--- config.mk ---
export PLATFORM = sky130hd
export DESIGN_NAME = mesh_packet_deframe_and_relay
export DESIGN_NICKNAME = d
export VERILOG_FILES = /design/src/rtl/mpdr_pkg.sv /design/src/rtl/mpdr_deframe.sv /design/src/rtl/mpdr_resq.sv /design/src/rtl/mesh_packet_deframe_and_relay.sv
export SDC_FILE = /design/constraint.sdc
export NUM_CORES = 1
export LEC_CHECK = 0
export BUFFER_PORTS_ARGS = -buffer_cell sky130_fd_sc_hd__buf_2
export CAP_MARGIN = 15
export CORE_MARGIN = 2
export CORE_UTILIZATION = 50
export DETAILED_ROUTE_END_ITERATION = 8
export PLACE_DENSITY_LB_ADDON = 0.1
export SETUP_SLACK_MARGIN = 0.2
export SLEW_MARGIN = 40
export SYNTH_ARGS = -nofsm -noshare
export SYNTH_HDL_FRONTEND = slang
export SYNTH_SLANG_ARGS = --single-unit
--- constraint.sdc ---
create_clock -name clk -period 7.7 [get_ports clk]
set_input_delay 0.77 -clock clk [delete_from_list [all_inputs] [get_ports clk]]
set_output_delay 0.77 -clock clk [all_outputs]
set_load 0.01 [all_outputs]
--- src/rtl/mpdr_pkg.sv ---
// Shared types and constants for the mesh packet deframe and relay block.
package mpdr_pkg;

	localparam int unsigned RESQ_DEPTH = 4;

	localparam logic [7:0] BCAST_BIT  = 8'h80;
	localparam logic [7:0] TTL_MASK   = 8'h0F;
	localparam logic [7:0] HIGH_MASK  = 8'hF0;
	localparam logic [7:0] BCAST_DEST = 8'd255;

	// register byte addresses on the configuration port
	localparam logic [2:0] ADDR_ROUTER_EN = 3'd0;

	typedef enum logic [2:0] {
		POS_LEN,
		POS_CTRL,
		POS_PID,
		POS_SRC,
		POS_DEST,
		POS_PAYLOAD
	} pos_t;

	typedef struct packed {
		logic [7:0] relay_byte;
		logic       relay_valid;
		logic [7:0] payload_byte;
		logic       payload_valid;
		logic [7:0] ctrl_field;
		logic [7:0] pid_field;
		logic [7:0] source_node;
		logic [7:0] dest_node;
		logic       is_last;
		logic       header_short;
		logic [6:0] rssi_out;
	} res_t;

	// results produced by one accepted byte: cnt is 0, 1 or 2
	typedef struct packed {
		logic [1:0] cnt;
		res_t       r0;
		res_t       r1;
	} push_t;

endpackage

--- src/rtl/mpdr_deframe.sv ---
// Per-byte header parser: tracks position, saves header fields, builds results.
module mpdr_deframe
	import mpdr_pkg::*;
(
	input  logic       clk,
	input  logic       arst_n,
	input  logic       take,
	input  logic [7:0] rx_byte,
	input  logic       byte_last,
	input  logic [6:0] rssi,
	input  logic       router_enable,
	output push_t      push
);

	pos_t       pos_q, pos_d;
	logic [7:0] len_q, len_d;
	logic [7:0] ctrl_q, ctrl_d;
	logic [7:0] pid_q, pid_d;
	logic [7:0] src_q, src_d;
	logic [7:0] dest_q, dest_d;
	logic       rel_q, rel_d;
	logic [6:0] rssi_q, rssi_d;
	logic       complete;

	// next state and saved header fields
	always_comb begin
		len_d  = len_q;
		ctrl_d = ctrl_q;
		pid_d  = pid_q;
		src_d  = src_q;
		dest_d = dest_q;
		rel_d  = rel_q;
		rssi_d = rssi_q;
		case (pos_q)
			POS_LEN: begin
				len_d  = rx_byte;
				rssi_d = rssi;
				ctrl_d = '0;
				pid_d  = '0;
				src_d  = '0;
				dest_d = BCAST_DEST;
				rel_d  = 1'b0;
			end
			POS_CTRL: begin
				ctrl_d = rx_byte;
				rel_d  = router_enable && ((rx_byte & TTL_MASK) != 8'd0);
			end
			POS_PID:  pid_d  = rx_byte;
			POS_SRC:  src_d  = rx_byte;
			POS_DEST: dest_d = rx_byte;
			default:  ;
		endcase

		case (pos_q)
			POS_SRC:     complete = (ctrl_q & BCAST_BIT) != 8'd0;
			POS_DEST,
			POS_PAYLOAD: complete = 1'b1;
			default:     complete = 1'b0;
		endcase

		pos_d = pos_q;
		if (byte_last) begin
			pos_d = POS_LEN;
		end else begin
			case (pos_q)
				POS_LEN:  pos_d = POS_CTRL;
				POS_CTRL: pos_d = POS_PID;
				POS_PID:  pos_d = POS_SRC;
				POS_SRC:  pos_d = complete ? POS_PAYLOAD : POS_DEST;
				POS_DEST: pos_d = POS_PAYLOAD;
				default:  pos_d = POS_PAYLOAD;
			endcase
		end
	end

	// results for this byte
	always_comb begin
		res_t base;
		base               = '0;
		base.ctrl_field    = ctrl_d;
		base.pid_field     = pid_d;
		base.source_node   = src_d;
		base.dest_node     = dest_d;
		base.rssi_out      = rssi_d;
		push.cnt           = 2'd0;
		push.r0            = base;
		push.r1            = base;
		if (byte_last && !complete) begin
			push.cnt             = 2'd1;
			push.r0.is_last      = 1'b1;
			push.r0.header_short = 1'b1;
		end else if (pos_q == POS_PAYLOAD) begin
			push.cnt              = 2'd1;
			push.r0.relay_byte    = rel_d ? rx_byte : 8'd0;
			push.r0.relay_valid   = rel_d;
			push.r0.payload_byte  = rx_byte;
			push.r0.payload_valid = 1'b1;
			push.r0.is_last       = byte_last;
		end else if (pos_q == POS_CTRL) begin
			// held length goes out first, then control with TTL one lower
			if (rel_d) begin
				push.cnt            = 2'd2;
				push.r0.relay_byte  = len_q;
				push.r0.relay_valid = 1'b1;
				push.r1.relay_byte  = {rx_byte[7:4], rx_byte[3:0] - 4'd1};
				push.r1.relay_valid = 1'b1;
			end
		end else if (pos_q != POS_LEN) begin
			if (rel_d) begin
				push.cnt            = 2'd1;
				push.r0.relay_byte  = rx_byte;
				push.r0.relay_valid = 1'b1;
				push.r0.is_last     = byte_last;
			end else if (byte_last) begin
				push.cnt        = 2'd1;
				push.r0.is_last = 1'b1;
			end
		end
		if (!take) begin
			push.cnt = 2'd0;
		end
	end

	always_ff @(posedge clk or negedge arst_n) begin
		if (!arst_n) begin
			pos_q  <= POS_LEN;
			len_q  <= '0;
			ctrl_q <= '0;
			pid_q  <= '0;
			src_q  <= '0;
			dest_q <= BCAST_DEST;
			rel_q  <= 1'b0;
			rssi_q <= '0;
		end else if (take) begin
			pos_q  <= pos_d;
			len_q  <= len_d;
			ctrl_q <= ctrl_d;
			pid_q  <= pid_d;
			src_q  <= src_d;
			dest_q <= dest_d;
			rel_q  <= rel_d;
			rssi_q <= rssi_d;
		end
	end

	a_two_only_ctrl: assert property (@(posedge clk) disable iff (!arst_n)
		(push.cnt == 2'd2) |-> (take && pos_q == POS_CTRL))
		else $error("two results from a byte other than control");

	a_short_on_last: assert property (@(posedge clk) disable iff (!arst_n)
		(push.cnt != 2'd0 && push.r0.header_short) |-> byte_last)
		else $error("short header flagged on a byte that is not last");

	a_last_restarts: assert property (@(posedge clk) disable iff (!arst_n)
		(take && byte_last) |=> (pos_q == POS_LEN))
		else $error("parser did not return to length byte after last");

	a_relay_needs_ttl: assert property (@(posedge clk) disable iff (!arst_n)
		rel_q |-> ((ctrl_q & TTL_MASK) != 8'd0))
		else $error("relaying a packet whose TTL is zero");

endmodule

--- src/rtl/mpdr_resq.sv ---
// Small result queue: takes up to two results per cycle, hands out one.
module mpdr_resq
	import mpdr_pkg::*;
(
	input  logic  clk,
	input  logic  arst_n,
	input  push_t push,
	output logic  room,
	output logic  out_valid,
	input  logic  out_ready,
	output res_t  out_res
);

	localparam int unsigned PW = $clog2(RESQ_DEPTH);
	localparam int unsigned CW = $clog2(RESQ_DEPTH + 1);

	res_t          mem_q [RESQ_DEPTH];
	logic [PW-1:0] wr_ptr_q, rd_ptr_q, wr_nx;
	logic [CW-1:0] count_q;
	logic          pop;

	assign wr_nx     = wr_ptr_q + PW'(1);
	assign room      = count_q <= CW'(RESQ_DEPTH - 2);
	assign out_valid = count_q != '0;
	assign out_res   = mem_q[rd_ptr_q];
	assign pop       = out_valid && out_ready;

	always_ff @(posedge clk) begin
		if (push.cnt != 2'd0) begin
			mem_q[wr_ptr_q] <= push.r0;
		end
		if (push.cnt == 2'd2) begin
			mem_q[wr_nx] <= push.r1;
		end
	end

	always_ff @(posedge clk or negedge arst_n) begin
		if (!arst_n) begin
			wr_ptr_q <= '0;
			rd_ptr_q <= '0;
			count_q  <= '0;
		end else begin
			wr_ptr_q <= wr_ptr_q + PW'(push.cnt);
			rd_ptr_q <= rd_ptr_q + PW'(pop);
			count_q  <= count_q + CW'(push.cnt) - CW'(pop);
		end
	end

	a_no_overflow: assert property (@(posedge clk) disable iff (!arst_n)
		count_q <= CW'(RESQ_DEPTH))
		else $error("result queue overflow");

	a_push_has_room: assert property (@(posedge clk) disable iff (!arst_n)
		(push.cnt != 2'd0) |-> (count_q <= CW'(RESQ_DEPTH - 2)))
		else $error("results pushed without room for two");

	a_pop_drains: assert property (@(posedge clk) disable iff (!arst_n)
		(pop && push.cnt == 2'd0) |=> (count_q == $past(count_q) - CW'(1)))
		else $error("queue count wrong after pop");

endmodule

--- src/rtl/mesh_packet_deframe_and_relay.sv ---
// Top level: mesh packet deframer and relay with stream ports and APB register.
//
// Input stream (s_*): one received packet byte per request, the length byte
// first; s_tlast marks the final byte, rssi is taken with the length byte.
// Output stream (m_*): results carrying relay and payload bytes together with
// the header fields seen so far; m_tlast marks the last result of a packet.
// A control byte of a relayed packet yields two results (held length, then
// control with TTL decremented); other header bytes yield one or none.
// A byte's results are written into the result queue as the byte is accepted.
// Throughput: one byte per cycle while the receiver keeps up; output is one
// result per cycle, set by the four-entry result queue.
// s_tready drops when fewer than two queue entries are free, so a stalled
// receiver back-pressures the input once three or four results are buffered.
// Reset clears the parser to wait for a length byte, empties the queue and
// turns router mode off. router_enable lives at APB byte address 0; it is to be
// written only while the block is idle, which the block itself does not enforce.
module mesh_packet_deframe_and_relay
	import mpdr_pkg::*;
(
	input  logic        clk,
	input  logic        arst_n,
	// s_tdata: [7:0] rx_byte, [14:8] rssi, [15] zero
	input  logic        s_tvalid,
	output logic        s_tready,
	input  logic [15:0] s_tdata,
	input  logic        s_tlast,
	// m_tdata: [7:0] relay_byte, [15:8] payload_byte, [23:16] ctrl_field,
	//          [31:24] pid_field, [39:32] source_node, [47:40] dest_node,
	//          [54:48] rssi_out, [55] zero
	output logic        m_tvalid,
	input  logic        m_tready,
	output logic [55:0] m_tdata,
	output logic        m_tlast,
	// m_tuser: [0] relay_valid, [1] payload_valid, [2] header_short
	output logic [2:0]  m_tuser,
	input  logic        psel,
	input  logic        penable,
	input  logic        pwrite,
	input  logic [2:0]  paddr,
	input  logic [31:0] pwdata,
	output logic [31:0] prdata,
	output logic        pready
);

	logic  router_enable_q;
	logic  take;
	push_t push;
	res_t  res;

	assign pready = 1'b1;
	assign prdata = (paddr == ADDR_ROUTER_EN) ? {31'd0, router_enable_q} : 32'd0;

	always_ff @(posedge clk or negedge arst_n) begin
		if (!arst_n) begin
			router_enable_q <= 1'b0;
		end else if (psel && penable && pwrite && pready && paddr == ADDR_ROUTER_EN) begin
			router_enable_q <= pwdata[0];
		end
	end

	assign take = s_tvalid && s_tready;

	mpdr_deframe u_deframe (
		.clk           (clk),
		.arst_n        (arst_n),
		.take          (take),
		.rx_byte       (s_tdata[7:0]),
		.byte_last     (s_tlast),
		.rssi          (s_tdata[14:8]),
		.router_enable (router_enable_q),
		.push          (push)
	);

	mpdr_resq u_resq (
		.clk       (clk),
		.arst_n    (arst_n),
		.push      (push),
		.room      (s_tready),
		.out_valid (m_tvalid),
		.out_ready (m_tready),
		.out_res   (res)
	);

	assign m_tdata = {1'b0, res.rssi_out, res.dest_node, res.source_node, res.pid_field,
		res.ctrl_field, res.payload_byte, res.relay_byte};
	assign m_tlast = res.is_last;
	assign m_tuser = {res.header_short, res.payload_valid, res.relay_valid};

	a_tdata_pad: assert property (@(posedge clk) disable iff (!arst_n)
		m_tvalid |-> (!m_tuser[0] || !m_tuser[2]))
		else $error("relay byte on a short header result");

	a_short_is_last: assert property (@(posedge clk) disable iff (!arst_n)
		(m_tvalid && m_tuser[2]) |-> m_tlast)
		else $error("short header result not marked last");

	a_payload_zero: assert property (@(posedge clk) disable iff (!arst_n)
		(m_tvalid && !m_tuser[1]) |-> (m_tdata[15:8] == 8'd0))
		else $error("payload byte nonzero without payload flag");

endmodule

==> impl_metrics.py <==
metrics = {
    "detailed_routing": {
        "drtPass1Iterations": 7,
        "avgRoutedWirePerCell_um": 23.5,
        "drc": 0,
        "wirelength_um": 36400,
        "viasPerCell": 6.22,
        "detail-route-antenna-nets": 0,
        "drt_iter0_markers": 838,
        "vias": 9640,
    },
    "logic_synthesis": {
        "yosysWarningCount": 0,
        "syn-cell-area_mm2": 0.0142,
        "synth_top_cell_by_area": "edfxtp_1",
        "synthArstFlopShare": 0.200,
        "ys_seq_area_frac": 0.572,
        "synth_seq_cells": 295,
        "synth-edff-count": 192,
        "syn-instance-count": 1104,
        "synthFlopType": "edfxtp_1",
        "syn_avg_cell_area_um2": 12.9,
        "ys_types": 59,
        "synth_top_area_frac": 0.406,
        "synth_area_leaders": "edfxtp_1, mux4_2, dfrtp_1, dfxtp_1, nor4_1",
    },
    "sta": {
        "rsz0062_at_grt": "no",
        "period_needed_ps": 4020,
        "fmaxAchievable_ghz": 0.248,
        "final-max-slew-violation-count": 0,
        "relSlewSlack": 0.430,
        "tightest_slew_ps": 853,
        "clock_skew_ps": 15.9,
        "hold_violations": 0,
        "final.setup.tns_ps": 0,
        "post-route-period-util": 0.523,
        "setup_viol_count_final": 0,
    },
    "pwr": {
        "power_density_mw_per_mm2": 365,
        "p_leak_nw": 5.71,
        "ir_drop_mv": 0.201,
    },
    "clocking": {
        "post_cts_buffers": 0,
        "path_clk_slew_ps": 60,
        "cts_made_buffers": 34,
        "post_cts_resized": 0,
        "ctsHoldBuffers": 0,
        "cts.sinks": 295,
        "h-tree-depth": 2,
        "cts_buffer_depth": 3,
        "cts_tree": "yes",
        "cts_root_buf": "clkbuf_16",
        "clk_latency_ps": 500,
    },
    "critical_path": {
        "cp.arrival_ps": 4160,
        "critPathLaunch": "u_deframe.pos_q[2]",
        "crit_type": "reg -> reg",
        "critPathCaptureType": "register",
        "r2r_end": "u_resq.mem_q[2][3]",
        "path_buf_inv": 3,
        "rr_worst_depth": 7,
        "crit_family": "simple AND/OR/NAND/NOR gates",
        "cp.required_ps": 7840,
        "reg2reg_slack_ps": 3680,
        "max_stage_delay_ps": 670,
        "cp_cell_sequence": "nor3b_4, and3_1, buf_4, a22oi_2, buf_4, nor2_4, buf_4",
        "startpoint_type": "register",
        "path_max_fanout": 44,
        "reg2reg_from": "u_deframe.pos_q[2]",
        "slowest_stage": "dfrtp_1",
        "worst_path_most_repeated_cell": "buf_4",
    },
    "floorplanning": {
        "core-area_mm2": 0.0279,
        "start_util": 0.510,
        "die_width_um": 173,
        "rows": 61,
        "fp.dieH_um": 173,
        "pin_count": 154,
        "dieArea_mm2": 0.0298,
    },
    "placed_design": {
        "gp_congestion": 0.740,
        "portBuffers": 88,
        "dpl.cell_count": 1485,
        "hpwl_um": 21200,
    },
    "job": {
        "maxCapViolations": 0,
    },
    "grt": {
        "antenna_found_initial": 0,
        "grt_pass1_vias": 9461,
        "grt_start_max_net_pins": 82,
        "grt_usage": 0.242,
        "grt.overflow.total": 0,
        "grt_pass1_wl_um": 56400,
    },
    "cells_and_area": {
        "n_antenna_cell": 0,
        "drive_gt1_frac": 0.249,
        "syn_to_final_growth_pct": 12.4,
        "nets": 1211,
        "fin_cells": 1549,
    },
    "worst_hold_path": {
        "hp-class": "in -> async",
    },
    "run_status": {
        "status": "completed",
    },
}
==> worst register-to-register path: stages, from the launching register on <==
cell and delay [ps]:
dfrtp_1 670, nor3b_4 660, and3_1 230, buf_4 450, a22oi_2 150, buf_4 340, nor2_4 550, buf_4 560
==> report_power, final <==
| part | leakage [nW] | internal [W] | switching [W] |
|---|---|---|---|
| clock | 0.535 | 0.000927 | 0.000629 |
| sequential | 2.95 | 0.00192 | 0.000224 |
| combinational | 2.23 | 0.000751 | 0.00137 |
==> metal layers <==
metal	share of wire	global-route usage	vias to the layer above	wire length (um)
met5	0	0.0112	-	0
met4	0.019	0.0623	0	695
met3	0.069	0.0427	57	2530
met2	0.49	0.397	399	17800
met1	0.42	0.336	4820	15400
li1	-	-	4364	-
==> cells by family (layout without fill, tap and decap cells) <==
logic type,after synthesis,after routing,share of synthesized area
AOI/OAI and AO/OA,199,199,0.0970
buffers and inverters,167,203,0.0594
other,2,33,0.000529
xor gates and xnor gates,7,7,0.00431
DFF,295,295,0.572
muxes,122,122,0.139
and+or+nand+nor,305,305,0.120
adders and majority gates,7,7,0.00669
==> through the flow <==
step	setup WS (ps)	util	cell area, um2	hold WS [ps]	total power (W)
4_1_cts	3380	0.572	15900	452	0.00583
5_1_grt	3480	0.573	16000	368	0.00610
6_report	3680	0.573	16000	328	0.00582
3_5_place_dp	3380	0.533	14800	463	0.00427
2_1_floorplan	1810	-	14300	442	0.00363
3_3_place_gp	3280	0.528	14700	453	0.00423
==> flip-flops by register name, summed over array words and instances, names as in the netlist <==
| signal | flops |
|---|---|
| u_resq.count_q | 3 |
| u_deframe.src_q | 8 |
| u_deframe.pid_q | 8 |
| u_deframe.dest_q | 8 |
| u_resq.wr_ptr_q | 2 |
| u_resq.rd_ptr_q | 2 |
| u_resq.mem_q | 236 |
| router_enable_q | 1 |
| u_deframe.ctrl_q | 8 |
| u_deframe.rel_q | 1 |
| u_deframe.len_q | 8 |
| u_deframe.rssi_q | 7 |
| u_deframe.pos_q | 3 |
==> cell type report <==
| cell class | count | area (um2) |
|---|---|---|
| repair buffers | 125 | 785 |
| clock inverters | 9 | 47.5 |
| fillers | 2349 | 11900 |
| inverters | 16 | 60.1 |
| clock buffers | 53 | 1040 |
| flip-flops and latches | 295 | 8140 |
| well taps | 378 | 473 |
| multi-input cells | 673 | 5430 |
==> cell usage in the layout (no fill, tap or decap), types with 5 or more instances in the layout <==
master,n
mux2i_1,47
dfxtp_1,44
o22ai_1,8
buf_4,28
a31oi_1,9
dfstp_2,8
a22o_1,14
buf_2,88
nand2_1,52
o31ai_1,41
buf_6,7
o311ai_1,6
clkbuf_8,5
nor3_1,81
inv_1,14
ha_1,6
and2_1,8
nor2_4,5
mux2_2,16
dfrtp_1,47
a22oi_1,12
nor4_1,78
conb_1,33
a32o_1,6
clkinv_2,6
nand3_1,9
clkbuf_16,37
a21oi_1,41
nor2b_1,11
edfxtp_1,192
o21ai_0,42
nand4_1,23
nor2_1,9
mux4_2,59
o311ai_0,6
clkbuf_1,11
==> cells in the mapped netlist (all sizes together) (2+ instances only) <==
| cell type | number |
|---|---|
| a22o | 14 |
| nor4 | 82 |
| conb | 2 |
| a32o | 6 |
| o31ai | 45 |
| nor3 | 84 |
| o311ai | 12 |
| dfxtp | 44 |
| o22ai | 8 |
| mux2 | 16 |
| dfstp | 8 |
| or2 | 2 |
| nand2b | 4 |
| buf | 78 |
| clkbuf | 73 |
| a22oi | 15 |
| nand3 | 9 |
| mux2i | 47 |
| and3 | 4 |
| nor2b | 11 |
| dfrtp | 51 |
| a31o | 4 |
| or3b | 2 |
| nor2 | 15 |
| nor4b | 2 |
| nand2 | 54 |
| inv | 15 |
| xor2 | 3 |
| nor3b | 2 |
| nand4 | 23 |
| and2 | 9 |
| xnor2 | 4 |
| a21oi | 41 |
| a31oi | 9 |
| ha | 6 |
| mux4 | 59 |
| edfxtp | 192 |
| o21ai | 42 |
==> worst max-delay path by stage <==
| stage | end | slack [ps] | cells after the start |
|---|---|---|---|
| 6_report | u_resq.mem_q[2][3] | 3680 | 7 |
| 5_1_grt | u_resq.mem_q[2][3] | 3480 | 7 |
| 4_1_cts | u_resq.mem_q[2][3] | 3380 | 7 |
| 3_5_place_dp | u_resq.mem_q[2][0] | 3380 | 7 |
| 3_3_place_gp | u_resq.mem_q[0][19] | 3280 | 7 |
| 2_1_floorplan | u_resq.mem_q[1][0] | 1810 | 9 |
Note: power is estimated with default switching activity, not from simulation.
